===== config.mk =====
export PLATFORM = sky130hd
export DESIGN_NAME = motor_feedback_angle_unwrapper_top
export DESIGN_NICKNAME = d
export VERILOG_FILES = /design/src/design/fmau_pkg.sv /design/src/design/motor_feedback_angle_unwrapper_top.sv /design/src/design/fmau_front.sv /design/src/design/fmau_fifo.sv /design/src/design/fmau_back.sv
export SDC_FILE = /design/constraint.sdc
export NUM_CORES = 2
export LEC_CHECK = 0
export ABC_AREA = 1
export ABC_CLOCK_PERIOD_IN_PS = 6700
export BUFFER_PORTS_ARGS = -buffer_cell sky130_fd_sc_hd__buf_2
export CAP_MARGIN = 20
export CORE_MARGIN = 4
export CORE_UTILIZATION = 45
export CTS_CLUSTER_DIAMETER = 200
export CTS_CLUSTER_SIZE = 28
export DETAILED_ROUTE_END_ITERATION = 8
export PLACE_DENSITY = 0.61
export SLEW_MARGIN = 10
export SYNTH_ARGS = -nofsm -noshare
export SYNTH_HDL_FRONTEND = slang
export SYNTH_SLANG_ARGS = --single-unit
export TNS_END_PERCENT = 50

===== constraint.sdc =====
create_clock -name clk_i -period 6.7 [get_ports clk_i]
set_clock_uncertainty 0.2 [all_clocks]
set_input_delay 1.005 -clock clk_i [delete_from_list [all_inputs] [get_ports clk_i]]
set_output_delay 1.005 -clock clk_i [all_outputs]
set_load 0.005 [all_outputs]

===== src/design/fmau_pkg.sv =====
// Shared types and constants for the motor feedback angle unwrapper.
// Used by the front, queue, back and top-level modules; no dependencies.
package fmau_pkg;

  // Encoder counts in one rotor turn
  localparam int COUNTS_PER_TURN = 8191;

  // Field widths
  localparam int ANG_W   = 16;
  localparam int STEP_W  = 18;
  localparam int SPD6_W  = 19;
  localparam int GEAR_W  = 17;
  localparam int PROD_W  = 36;
  localparam int SPDP_W  = 37;
  localparam int SPEED_W = 35;
  localparam int POS_W   = 48;
  localparam int CNT_W   = 32;

  // Gear register value after reset (ratio of one in Q16)
  localparam logic [GEAR_W-1:0] GEAR_RESET = 17'h10000;

  // Queue between front and back
  localparam int FIFO_DEPTH = 2;
  localparam int FIFO_AW    = $clog2(FIFO_DEPTH);
  localparam int FIFO_CW    = $clog2(FIFO_DEPTH + 1);

  typedef enum logic [1:0] {
    FUNC_STATUS = 2'd0,
    FUNC_ABS    = 2'd1,
    FUNC_ZERO   = 2'd2,
    FUNC_RSVD   = 2'd3
  } func_e;

  // Classified frame as it travels through the queue
  typedef struct packed {
    func_e                     kind;
    logic signed [ANG_W-1:0]   angle;
    logic signed [STEP_W-1:0]  step;
    logic signed [SPD6_W-1:0]  speed6;
    logic signed [15:0]        current;
    logic signed [7:0]         temp;
    logic signed [31:0]        turns;
    logic signed [15:0]        abs_angle;
  } item_t;

  // Back-end status seen by the top level
  typedef struct packed {
    logic s1_valid;
    logic pop;
  } back_stat_t;

endpackage


===== src/design/motor_feedback_angle_unwrapper_top.sv =====
// Top level of the motor feedback angle unwrapper: gear register and wiring.
// Depends on fmau_pkg, fmau_front, fmau_fifo and fmau_back.
//
//   channel | handshake                | payload
//   --------+--------------------------+-------------------------------------
//   in      | in_valid_i / in_ready_o  | func_i, byte0_i .. byte6_i
//   cfg     | cfg_valid_i / cfg_ready_o| inv_gear_ratio_i
//   out     | out_valid_o / out_ready_i| rotor_angle_o .. absolute_angle_o
//
// One item per cycle sustained while the output is not stalled; an accepted item
// passes through the queue write, the multiply stage and the accumulate stage to the outputs.
// The accumulate register for shaft position sets the per-item rate.
// Reset is asynchronous; the gear ratio returns to 1.0 (65536 in Q16).
// An output stall holds the result; the two-entry queue and the multiply
// stage keep accepting until they fill.
module motor_feedback_angle_unwrapper_top (
  input  logic                                clk_i,
  input  logic                                rst_ni,
  input  logic                                in_valid_i,
  output logic                                in_ready_o,
  input  logic [1:0]                          func_i,
  input  logic [7:0]                          byte0_i,
  input  logic [7:0]                          byte1_i,
  input  logic [7:0]                          byte2_i,
  input  logic [7:0]                          byte3_i,
  input  logic [7:0]                          byte4_i,
  input  logic [7:0]                          byte5_i,
  input  logic [7:0]                          byte6_i,
  input  logic                                cfg_valid_i,
  output logic                                cfg_ready_o,
  input  logic [fmau_pkg::GEAR_W-1:0]         inv_gear_ratio_i,
  output logic                                out_valid_o,
  input  logic                                out_ready_i,
  output logic signed [15:0]                  rotor_angle_o,
  output logic signed [fmau_pkg::SPEED_W-1:0] shaft_speed_o,
  output logic signed [15:0]                  motor_current_o,
  output logic signed [7:0]                   motor_temp_o,
  output logic signed [fmau_pkg::POS_W-1:0]   shaft_position_o,
  output logic [fmau_pkg::CNT_W-1:0]          frames_seen_o,
  output logic signed [31:0]                  turn_count_o,
  output logic signed [15:0]                  absolute_angle_o
);
  import fmau_pkg::*;

  logic [GEAR_W-1:0]  gear_q;
  logic               push, full, head_valid;
  item_t              push_item, head_item;
  logic [FIFO_CW-1:0] fifo_cnt;
  back_stat_t         bk_stat;

  // Hold the gear ratio register
  assign cfg_ready_o = 1'b1;

  always_ff @(posedge clk_i or negedge rst_ni) begin
    if (!rst_ni) begin
      gear_q <= GEAR_RESET;
    end else if (cfg_valid_i) begin
      gear_q <= inv_gear_ratio_i;
    end
  end

  fmau_front u_front (
    .clk_i      (clk_i),
    .rst_ni     (rst_ni),
    .in_valid_i (in_valid_i),
    .func_i     (func_i),
    .byte0_i    (byte0_i),
    .byte1_i    (byte1_i),
    .byte2_i    (byte2_i),
    .byte3_i    (byte3_i),
    .byte4_i    (byte4_i),
    .byte5_i    (byte5_i),
    .byte6_i    (byte6_i),
    .full_i     (full),
    .in_ready_o (in_ready_o),
    .push_o     (push),
    .item_o     (push_item)
  );

  fmau_fifo u_fifo (
    .clk_i        (clk_i),
    .rst_ni       (rst_ni),
    .push_i       (push),
    .item_i       (push_item),
    .pop_i        (bk_stat.pop),
    .full_o       (full),
    .head_valid_o (head_valid),
    .head_o       (head_item),
    .cnt_o        (fifo_cnt)
  );

  fmau_back u_back (
    .clk_i            (clk_i),
    .rst_ni           (rst_ni),
    .head_valid_i     (head_valid),
    .head_i           (head_item),
    .gear_i           (gear_q),
    .out_ready_i      (out_ready_i),
    .stat_o           (bk_stat),
    .out_valid_o      (out_valid_o),
    .rotor_angle_o    (rotor_angle_o),
    .shaft_speed_o    (shaft_speed_o),
    .motor_current_o  (motor_current_o),
    .motor_temp_o     (motor_temp_o),
    .shaft_position_o (shaft_position_o),
    .frames_seen_o    (frames_seen_o),
    .turn_count_o     (turn_count_o),
    .absolute_angle_o (absolute_angle_o)
  );

  // Status frame count moves by at most one per cycle
  a_frames_step: assert property (@(posedge clk_i) disable iff (!rst_ni)
    (frames_seen_o == $past(frames_seen_o)) ||
    (frames_seen_o == $past(frames_seen_o) + 1'b1))
    else $error("frames_seen jumped by more than one");

  // A new result only comes out of the multiply stage
  a_out_source: assert property (@(posedge clk_i) disable iff (!rst_ni)
    $rose(out_valid_o) |-> $past(bk_stat.s1_valid))
    else $error("result appeared with empty multiply stage");

  // The back end never pops an empty queue
  a_no_underflow: assert property (@(posedge clk_i) disable iff (!rst_ni)
    bk_stat.pop |-> (fifo_cnt != '0))
    else $error("pop from empty queue");

  // A push without a pop grows the queue by one item
  a_fifo_grow: assert property (@(posedge clk_i) disable iff (!rst_ni)
    (push && !bk_stat.pop) |=> (fifo_cnt == $past(fifo_cnt) + 1'b1))
    else $error("queue occupancy lost an item");

endmodule


===== src/design/fmau_front.sv =====
// Front end: accepts frames, unpacks the bytes and unwraps the rotor angle step.
// Depends on fmau_pkg.
module fmau_front (
  input  logic                 clk_i,
  input  logic                 rst_ni,
  input  logic                 in_valid_i,
  input  logic [1:0]           func_i,
  input  logic [7:0]           byte0_i,
  input  logic [7:0]           byte1_i,
  input  logic [7:0]           byte2_i,
  input  logic [7:0]           byte3_i,
  input  logic [7:0]           byte4_i,
  input  logic [7:0]           byte5_i,
  input  logic [7:0]           byte6_i,
  input  logic                 full_i,
  output logic                 in_ready_o,
  output logic                 push_o,
  output fmau_pkg::item_t      item_o
);
  import fmau_pkg::*;

  localparam logic signed [STEP_W-1:0] TURN = STEP_W'(COUNTS_PER_TURN);
  localparam logic signed [STEP_W-1:0] NEG_TURN = -TURN;

  logic signed [ANG_W-1:0]  prev_angle_q, prev_angle_d;
  logic signed [ANG_W-1:0]  angle;
  logic signed [ANG_W:0]    diff;
  logic signed [STEP_W-1:0] diff_x, diff2, step;
  logic signed [15:0]       raw_speed;
  logic signed [SPD6_W-1:0] raw_x;
  func_e                    kind;

  assign in_ready_o = !full_i;
  assign push_o     = in_valid_i && !full_i;
  assign kind       = func_e'(func_i);

  // Unwrap the step by one turn when it reaches half a turn
  assign angle  = $signed({byte0_i, byte1_i});
  assign diff   = $signed({angle[ANG_W-1], angle}) -
                  $signed({prev_angle_q[ANG_W-1], prev_angle_q});
  assign diff_x = STEP_W'(diff);
  assign diff2  = {diff, 1'b0};

  always_comb begin
    if (diff2 <= NEG_TURN) begin
      step = diff_x + TURN;
    end else if (diff2 >= TURN) begin
      step = diff_x - TURN;
    end else begin
      step = diff_x;
    end
  end

  // Scale raw speed by six with shifts
  assign raw_speed = $signed({byte2_i, byte3_i});
  assign raw_x     = SPD6_W'(raw_speed);

  always_comb begin
    item_o.kind      = kind;
    item_o.angle     = angle;
    item_o.step      = step;
    item_o.speed6    = (raw_x <<< 2) + (raw_x <<< 1);
    item_o.current   = $signed({byte4_i, byte5_i});
    item_o.temp      = $signed(byte6_i);
    item_o.turns     = $signed({byte0_i, byte1_i, byte2_i, byte3_i});
    item_o.abs_angle = $signed({byte4_i, byte5_i});
  end

  // Track the last status angle
  always_comb begin
    prev_angle_d = prev_angle_q;
    if (push_o && kind == FUNC_STATUS) begin
      prev_angle_d = angle;
    end
  end

  always_ff @(posedge clk_i or negedge rst_ni) begin
    if (!rst_ni) begin
      prev_angle_q <= '0;
    end else begin
      prev_angle_q <= prev_angle_d;
    end
  end

endmodule


===== src/design/fmau_fifo.sv =====
// Short queue that decouples the front end from the back end.
// Depends on fmau_pkg.
module fmau_fifo (
  input  logic                        clk_i,
  input  logic                        rst_ni,
  input  logic                        push_i,
  input  fmau_pkg::item_t             item_i,
  input  logic                        pop_i,
  output logic                        full_o,
  output logic                        head_valid_o,
  output fmau_pkg::item_t             head_o,
  output logic [fmau_pkg::FIFO_CW-1:0] cnt_o
);
  import fmau_pkg::*;

  localparam logic [FIFO_AW-1:0] LAST = FIFO_AW'(FIFO_DEPTH - 1);

  item_t              mem_q [FIFO_DEPTH];
  logic [FIFO_AW-1:0] wr_ptr_q, wr_ptr_d;
  logic [FIFO_AW-1:0] rd_ptr_q, rd_ptr_d;
  logic [FIFO_CW-1:0] cnt_q, cnt_d;

  assign full_o       = (cnt_q == FIFO_CW'(FIFO_DEPTH));
  assign head_valid_o = (cnt_q != '0);
  assign head_o       = mem_q[rd_ptr_q];
  assign cnt_o        = cnt_q;

  // Advance pointers and occupancy
  always_comb begin
    wr_ptr_d = wr_ptr_q;
    rd_ptr_d = rd_ptr_q;
    cnt_d    = cnt_q;
    if (push_i) begin
      wr_ptr_d = (wr_ptr_q == LAST) ? '0 : wr_ptr_q + 1'b1;
    end
    if (pop_i) begin
      rd_ptr_d = (rd_ptr_q == LAST) ? '0 : rd_ptr_q + 1'b1;
    end
    if (push_i && !pop_i) begin
      cnt_d = cnt_q + 1'b1;
    end else if (!push_i && pop_i) begin
      cnt_d = cnt_q - 1'b1;
    end
  end

  always_ff @(posedge clk_i or negedge rst_ni) begin
    if (!rst_ni) begin
      wr_ptr_q <= '0;
      rd_ptr_q <= '0;
      cnt_q    <= '0;
    end else begin
      wr_ptr_q <= wr_ptr_d;
      rd_ptr_q <= rd_ptr_d;
      cnt_q    <= cnt_d;
    end
  end

  // Store the item
  always_ff @(posedge clk_i) begin
    if (push_i) begin
      mem_q[wr_ptr_q] <= item_i;
    end
  end

endmodule


===== src/design/fmau_back.sv =====
// Back end: gear-ratio multiplies, position accumulation and the held result.
// Depends on fmau_pkg.
module fmau_back (
  input  logic                              clk_i,
  input  logic                              rst_ni,
  input  logic                              head_valid_i,
  input  fmau_pkg::item_t                   head_i,
  input  logic [fmau_pkg::GEAR_W-1:0]       gear_i,
  input  logic                              out_ready_i,
  output fmau_pkg::back_stat_t              stat_o,
  output logic                              out_valid_o,
  output logic signed [15:0]                rotor_angle_o,
  output logic signed [fmau_pkg::SPEED_W-1:0] shaft_speed_o,
  output logic signed [15:0]                motor_current_o,
  output logic signed [7:0]                 motor_temp_o,
  output logic signed [fmau_pkg::POS_W-1:0] shaft_position_o,
  output logic [fmau_pkg::CNT_W-1:0]        frames_seen_o,
  output logic signed [31:0]                turn_count_o,
  output logic signed [15:0]                absolute_angle_o
);
  import fmau_pkg::*;

  // Multiply stage
  logic                       s1_valid_q;
  item_t                      s1_item_q;
  logic signed [PROD_W-1:0]   pos_prod_q, pos_prod_d;
  logic signed [SPEED_W-1:0]  spd_q;
  logic signed [SPDP_W-1:0]   spd_full;
  logic signed [STEP_W-1:0]   gear_s;
  logic                       s1_ready, out_adv, pop;

  // Result state
  logic                       out_valid_q;
  logic signed [15:0]         angle_q, angle_d;
  logic signed [SPEED_W-1:0]  speed_q, speed_d;
  logic signed [15:0]         current_q, current_d;
  logic signed [7:0]          temp_q, temp_d;
  logic signed [POS_W-1:0]    pos_q, pos_d;
  logic [CNT_W-1:0]           frames_q, frames_d;
  logic signed [31:0]         turns_q, turns_d;
  logic signed [15:0]         abs_q, abs_d;

  assign out_adv  = !out_valid_q || out_ready_i;
  assign s1_ready = !s1_valid_q || out_adv;
  assign pop      = head_valid_i && s1_ready;

  assign stat_o.s1_valid = s1_valid_q;
  assign stat_o.pop      = pop;

  // Scale step and speed by the reciprocal gear ratio
  assign gear_s     = $signed({1'b0, gear_i});
  assign pos_prod_d = head_i.step * gear_s;
  assign spd_full   = head_i.speed6 * gear_s;

  always_ff @(posedge clk_i or negedge rst_ni) begin
    if (!rst_ni) begin
      s1_valid_q <= 1'b0;
    end else if (s1_ready) begin
      s1_valid_q <= head_valid_i;
    end
  end

  always_ff @(posedge clk_i) begin
    if (pop) begin
      s1_item_q  <= head_i;
      pos_prod_q <= pos_prod_d;
      spd_q      <= spd_full[SPEED_W-1:0];
    end
  end

  // Apply the item to the held values
  always_comb begin
    angle_d   = angle_q;
    speed_d   = speed_q;
    current_d = current_q;
    temp_d    = temp_q;
    pos_d     = pos_q;
    frames_d  = frames_q;
    turns_d   = turns_q;
    abs_d     = abs_q;
    if (out_adv && s1_valid_q) begin
      unique case (s1_item_q.kind)
        FUNC_STATUS: begin
          angle_d   = s1_item_q.angle;
          speed_d   = spd_q;
          current_d = s1_item_q.current;
          temp_d    = s1_item_q.temp;
          pos_d     = pos_q + POS_W'(pos_prod_q);
          frames_d  = frames_q + 1'b1;
        end
        FUNC_ABS: begin
          turns_d = s1_item_q.turns;
          abs_d   = s1_item_q.abs_angle;
        end
        FUNC_ZERO: begin
          pos_d = '0;
        end
        FUNC_RSVD: begin
          pos_d = pos_q;
        end
        default: begin
          pos_d = pos_q;
        end
      endcase
    end
  end

  always_ff @(posedge clk_i or negedge rst_ni) begin
    if (!rst_ni) begin
      out_valid_q <= 1'b0;
      angle_q     <= '0;
      speed_q     <= '0;
      current_q   <= '0;
      temp_q      <= '0;
      pos_q       <= '0;
      frames_q    <= '0;
      turns_q     <= '0;
      abs_q       <= '0;
    end else begin
      if (out_adv) begin
        out_valid_q <= s1_valid_q;
      end
      angle_q   <= angle_d;
      speed_q   <= speed_d;
      current_q <= current_d;
      temp_q    <= temp_d;
      pos_q     <= pos_d;
      frames_q  <= frames_d;
      turns_q   <= turns_d;
      abs_q     <= abs_d;
    end
  end

  assign out_valid_o      = out_valid_q;
  assign rotor_angle_o    = angle_q;
  assign shaft_speed_o    = speed_q;
  assign motor_current_o  = current_q;
  assign motor_temp_o     = temp_q;
  assign shaft_position_o = pos_q;
  assign frames_seen_o    = frames_q;
  assign turn_count_o     = turns_q;
  assign absolute_angle_o = abs_q;

endmodule


==> flow_summary.ini <==
[drt]
detail_route.iter0.violations = 2485
route.detailed.drc = 0
via_per_inst = 4.99
route.detailed.wl_per_inst_um = 17.7
detail-route-antenna-nets = 0
first_pass_iteration_count_of_the_detailed_router = 6
wirelength_mm = 127
via_count = 36000

[clock_tree]
clk_root_buffer_cell = clkbuf_16
worst_setup_hold_path_clk_slew_ps = 120
cts.hold.buffers_added = 0
clkLatencyLatePin_ps = 660
cts_tree = done
clock_h_tree_levels = 1
clock_sinks = 553
cts.path.max_buffers = 3
cts_inserted_buffers = 24

[yosys]
synth_top_family_by_area = adder cells
post_synth_and_or_nand_nor_area_fraction = 0.174
synth_largest_type_area_fraction = 0.256
async_flop_share = 0.436
synth.distinct_cells = 55
synth-main-ff-cell = edfxtp_1
area_fraction_in_compound_gates_after_synthesis = 0.0556
synth_warnings = 0
synth-xor-area-share = 0.0276
postSynthAreaPerCell_sq_um = 8.98
synth_seq_area_share = 0.321
synth_mux_area_frac = 0.00376
postSynthCellCount = 5342
synth_nets = 6292
synth_adder_area_share = 0.323
synth_most_common_cell = nand2_1
synth_top_area_cell = fa_1
synth_seq_cells = 553
syn_area_sq_um = 47900
synth_area_leaders = fa_1 (26%), edfxtp_1 (20%), dfrtp_1 (13%)
synth_edf_count = 312
post_synth_most_frequent_cells = nand2_1 (1250), inv_1 (1033), fa_1 (613), nor2_1 (527), edfxtp_1 (312)

[layout]
final_area_sq_um = 54100
areaGrowthSynthToFinish_pct = 12.9
layout-drive-gt1-share = 0.141
final_net_count = 6747
finalCoreUtilization = 0.513

[worst_setup_path]
worstPathMaxFanout = 39
cp_data_arrival_time_ps = 6750
worstRegToRegCells = 24
r2r-end = u_back.pos_prod_q[34]
path_class = register to register
reg2reg_from = u_fifo.rd_ptr_q
worstPathRequired_ps = 6930
setup.worst_path.start_class = register
ff2ff_setup_slack_ps = 180
cp-end-kind = register

[sta]
final.setup.tns_ps = 0
fin_crit_ps = 6520
slew-limit-headroom = 0.276
drv_slew = 0
setup_viol_count_final = 0
rsz_0062_raised_after_global_routing = yes
maxClockFrequency_ghz = 0.153
min_period_over_period = 0.973
final_hold_viol_count = 0
tightest_slew_ps = 1090

[floorplan]
io_pins = 286
die_width_um = 334
num_rows = 119
die-height_um = 334
floorplan.initialDensity = 0.454
core_region_area_sq_um = 106000
die-area_sq_um = 112000

[global_routing]
global_route_wire_length_before_repair_mm = 205
grt_start_max_net_pins = 107
grt.overflow.total = 0
globalRouteTotalUtil = 0.231
grt_pass1_vias = 36800
grt_antenna_before_repair = 5

[place]
placed_area_sq_um = 52900
globalplace.congestion = 0.924
dp_hpwl_mm = 102
port-buffer-count = 283

[min_path]
worstHoldPathType = input port to asynchronous set/reset pin

[outcome]
status = completed

[run]
cap_violations = 0
## placed cells by master, fill, tap and decap left out, types with 12 or more instances in the layout
| cell | netlist | final |
|---|---|---|
| o21ai_1 | 7 | 18 |
| a21oi_2 | 2 | 19 |
| o21ai_0 | 216 | 201 |
| edfxtp_1 | 312 | 312 |
| nand3_1 | 92 | 90 |
| nand2_2 | 10 | 27 |
| ha_1 | 257 | 247 |
| clkbuf_16 | 0 | 24 |
| nand2_1 | 1250 | 1224 |
| xor2_1 | 85 | 85 |
| a21o_1 | 14 | 14 |
| mux2_2 | 16 | 16 |
| buf_2 | 3 | 282 |
| fa_1 | 613 | 610 |
| nand4_1 | 35 | 35 |
| nor3_1 | 38 | 36 |
| buf_4 | 4 | 266 |
| inv_1 | 1033 | 1024 |
| or2_2 | 59 | 59 |
| a31oi_1 | 13 | 13 |
| buf_12 | 0 | 17 |
| nor2_1 | 527 | 517 |
| nand2_4 | 3 | 12 |
| a21oi_1 | 188 | 170 |
| inv_2 | 18 | 24 |
| xnor2_1 | 64 | 64 |
| clkbuf_1 | 119 | 15 |
| dfrtp_1 | 240 | 239 |
## per-layer routing
layer,share of wire,up-vias,GRT usage
li1,-,17200,-
met1,0.45,17700,0.328
met2,0.47,880,0.386
met3,0.057,117,0.0273
met4,0.020,0,0.0460
met5,0,-,0
## cells by family after synthesis
| family | Yosys count |
|---|---|
| AO/OA/AOI/OAI | 492 |
| XOR/XNOR | 150 |
| adder cells (fa/ha/maj) | 870 |
| buffers and inverters | 1201 |
| flip-flops | 553 |
| multiplexers | 16 |
| other | 2 |
| AND/OR/NAND/NOR | 2058 |
## stage by stage
| stage | hold slack (ps) | cells | setup WS, ps |
|---|---|---|---|
| after global placement | 223 | 7154 | -77.1 |
| after CTS | 137 | 7197 | 3.49 |
| after detailed placement | 224 | 7154 | -87.0 |
| after floorplan | 218 | 5342 | 74.2 |
| final | 156 | 7209 | 180 |
| after global routing | 171 | 7209 | -49.5 |
## registers in the layout, indices dropped and copies added (netlist names), 17 cells and up
| signal | count |
|---|---|
| u_back.shaft_speed_o | 34 |
| u_back.spd_q | 34 |
| u_back.turn_count_o | 32 |
| u_back.frames_seen_o | 32 |
| u_back.s1_item_q | 58 |
| u_fifo.mem_q | 184 |
| u_back.shaft_position_o | 48 |
| u_back.pos_prod_q | 36 |
| gear_q | 17 |
## worst max path at each step
stage / from / endpoint / slack (ps) / depth (start not counted)
2_1_floorplan: u_fifo.rd_ptr_q / u_back.pos_prod_q[33] / 70 / 22
3_3_place_gp: u_fifo.rd_ptr_q / u_back.pos_prod_q[28] / -80 / 24
3_5_place_dp: u_fifo.rd_ptr_q / u_back.pos_prod_q[28] / -90 / 24
4_1_cts: u_fifo.rd_ptr_q / u_back.spd_q[34] / 3 / 25
5_1_grt: u_fifo.rd_ptr_q / u_back.pos_prod_q[32] / -50 / 24
6_report: u_fifo.rd_ptr_q / u_back.pos_prod_q[34] / 180 / 24
## area by class of cell
class,instances,area [sq um]
Clock buffer,39,657
Sequential cell,553,15400
Timing Repair Buffer,568,3800
Inverter,1062,4010
Clock inverter,4,73.8
Antenna cell,4,10.0
Fill cell,9930,51400
Multi-Input combinational cell,3588,28400
Tap cell,1391,1740
## timing repair
action | CTS | global route
pin swaps | 0 | 12
setup endpoints to repair | 4 | 32
gates resized for setup | 3 | 113
setup buffers | 0 | 7
## worst max-delay path, stage by stage (launching register included)
cell	delay, ps
dfrtp_2	460
buf_12	180
or2_2	330
nand2_4	140
nor2_1	80
fa_1	570
inv_1	70
fa_1	510
fa_1	510
inv_1	60
fa_1	520
fa_1	510
inv_1	50
fa_1	470
inv_1	40
ha_1	280
buf_4	160
a21oi_4	130
o21ai_1	80
a31oi_1	280
buf_4	180
o211ai_1	150
nand2_1	100
nand3_1	80
xor2_1	140
Power is left out: the tool's default activity adds up to more than one toggle a clock period on the data nets, which glitch-free logic cannot reach.
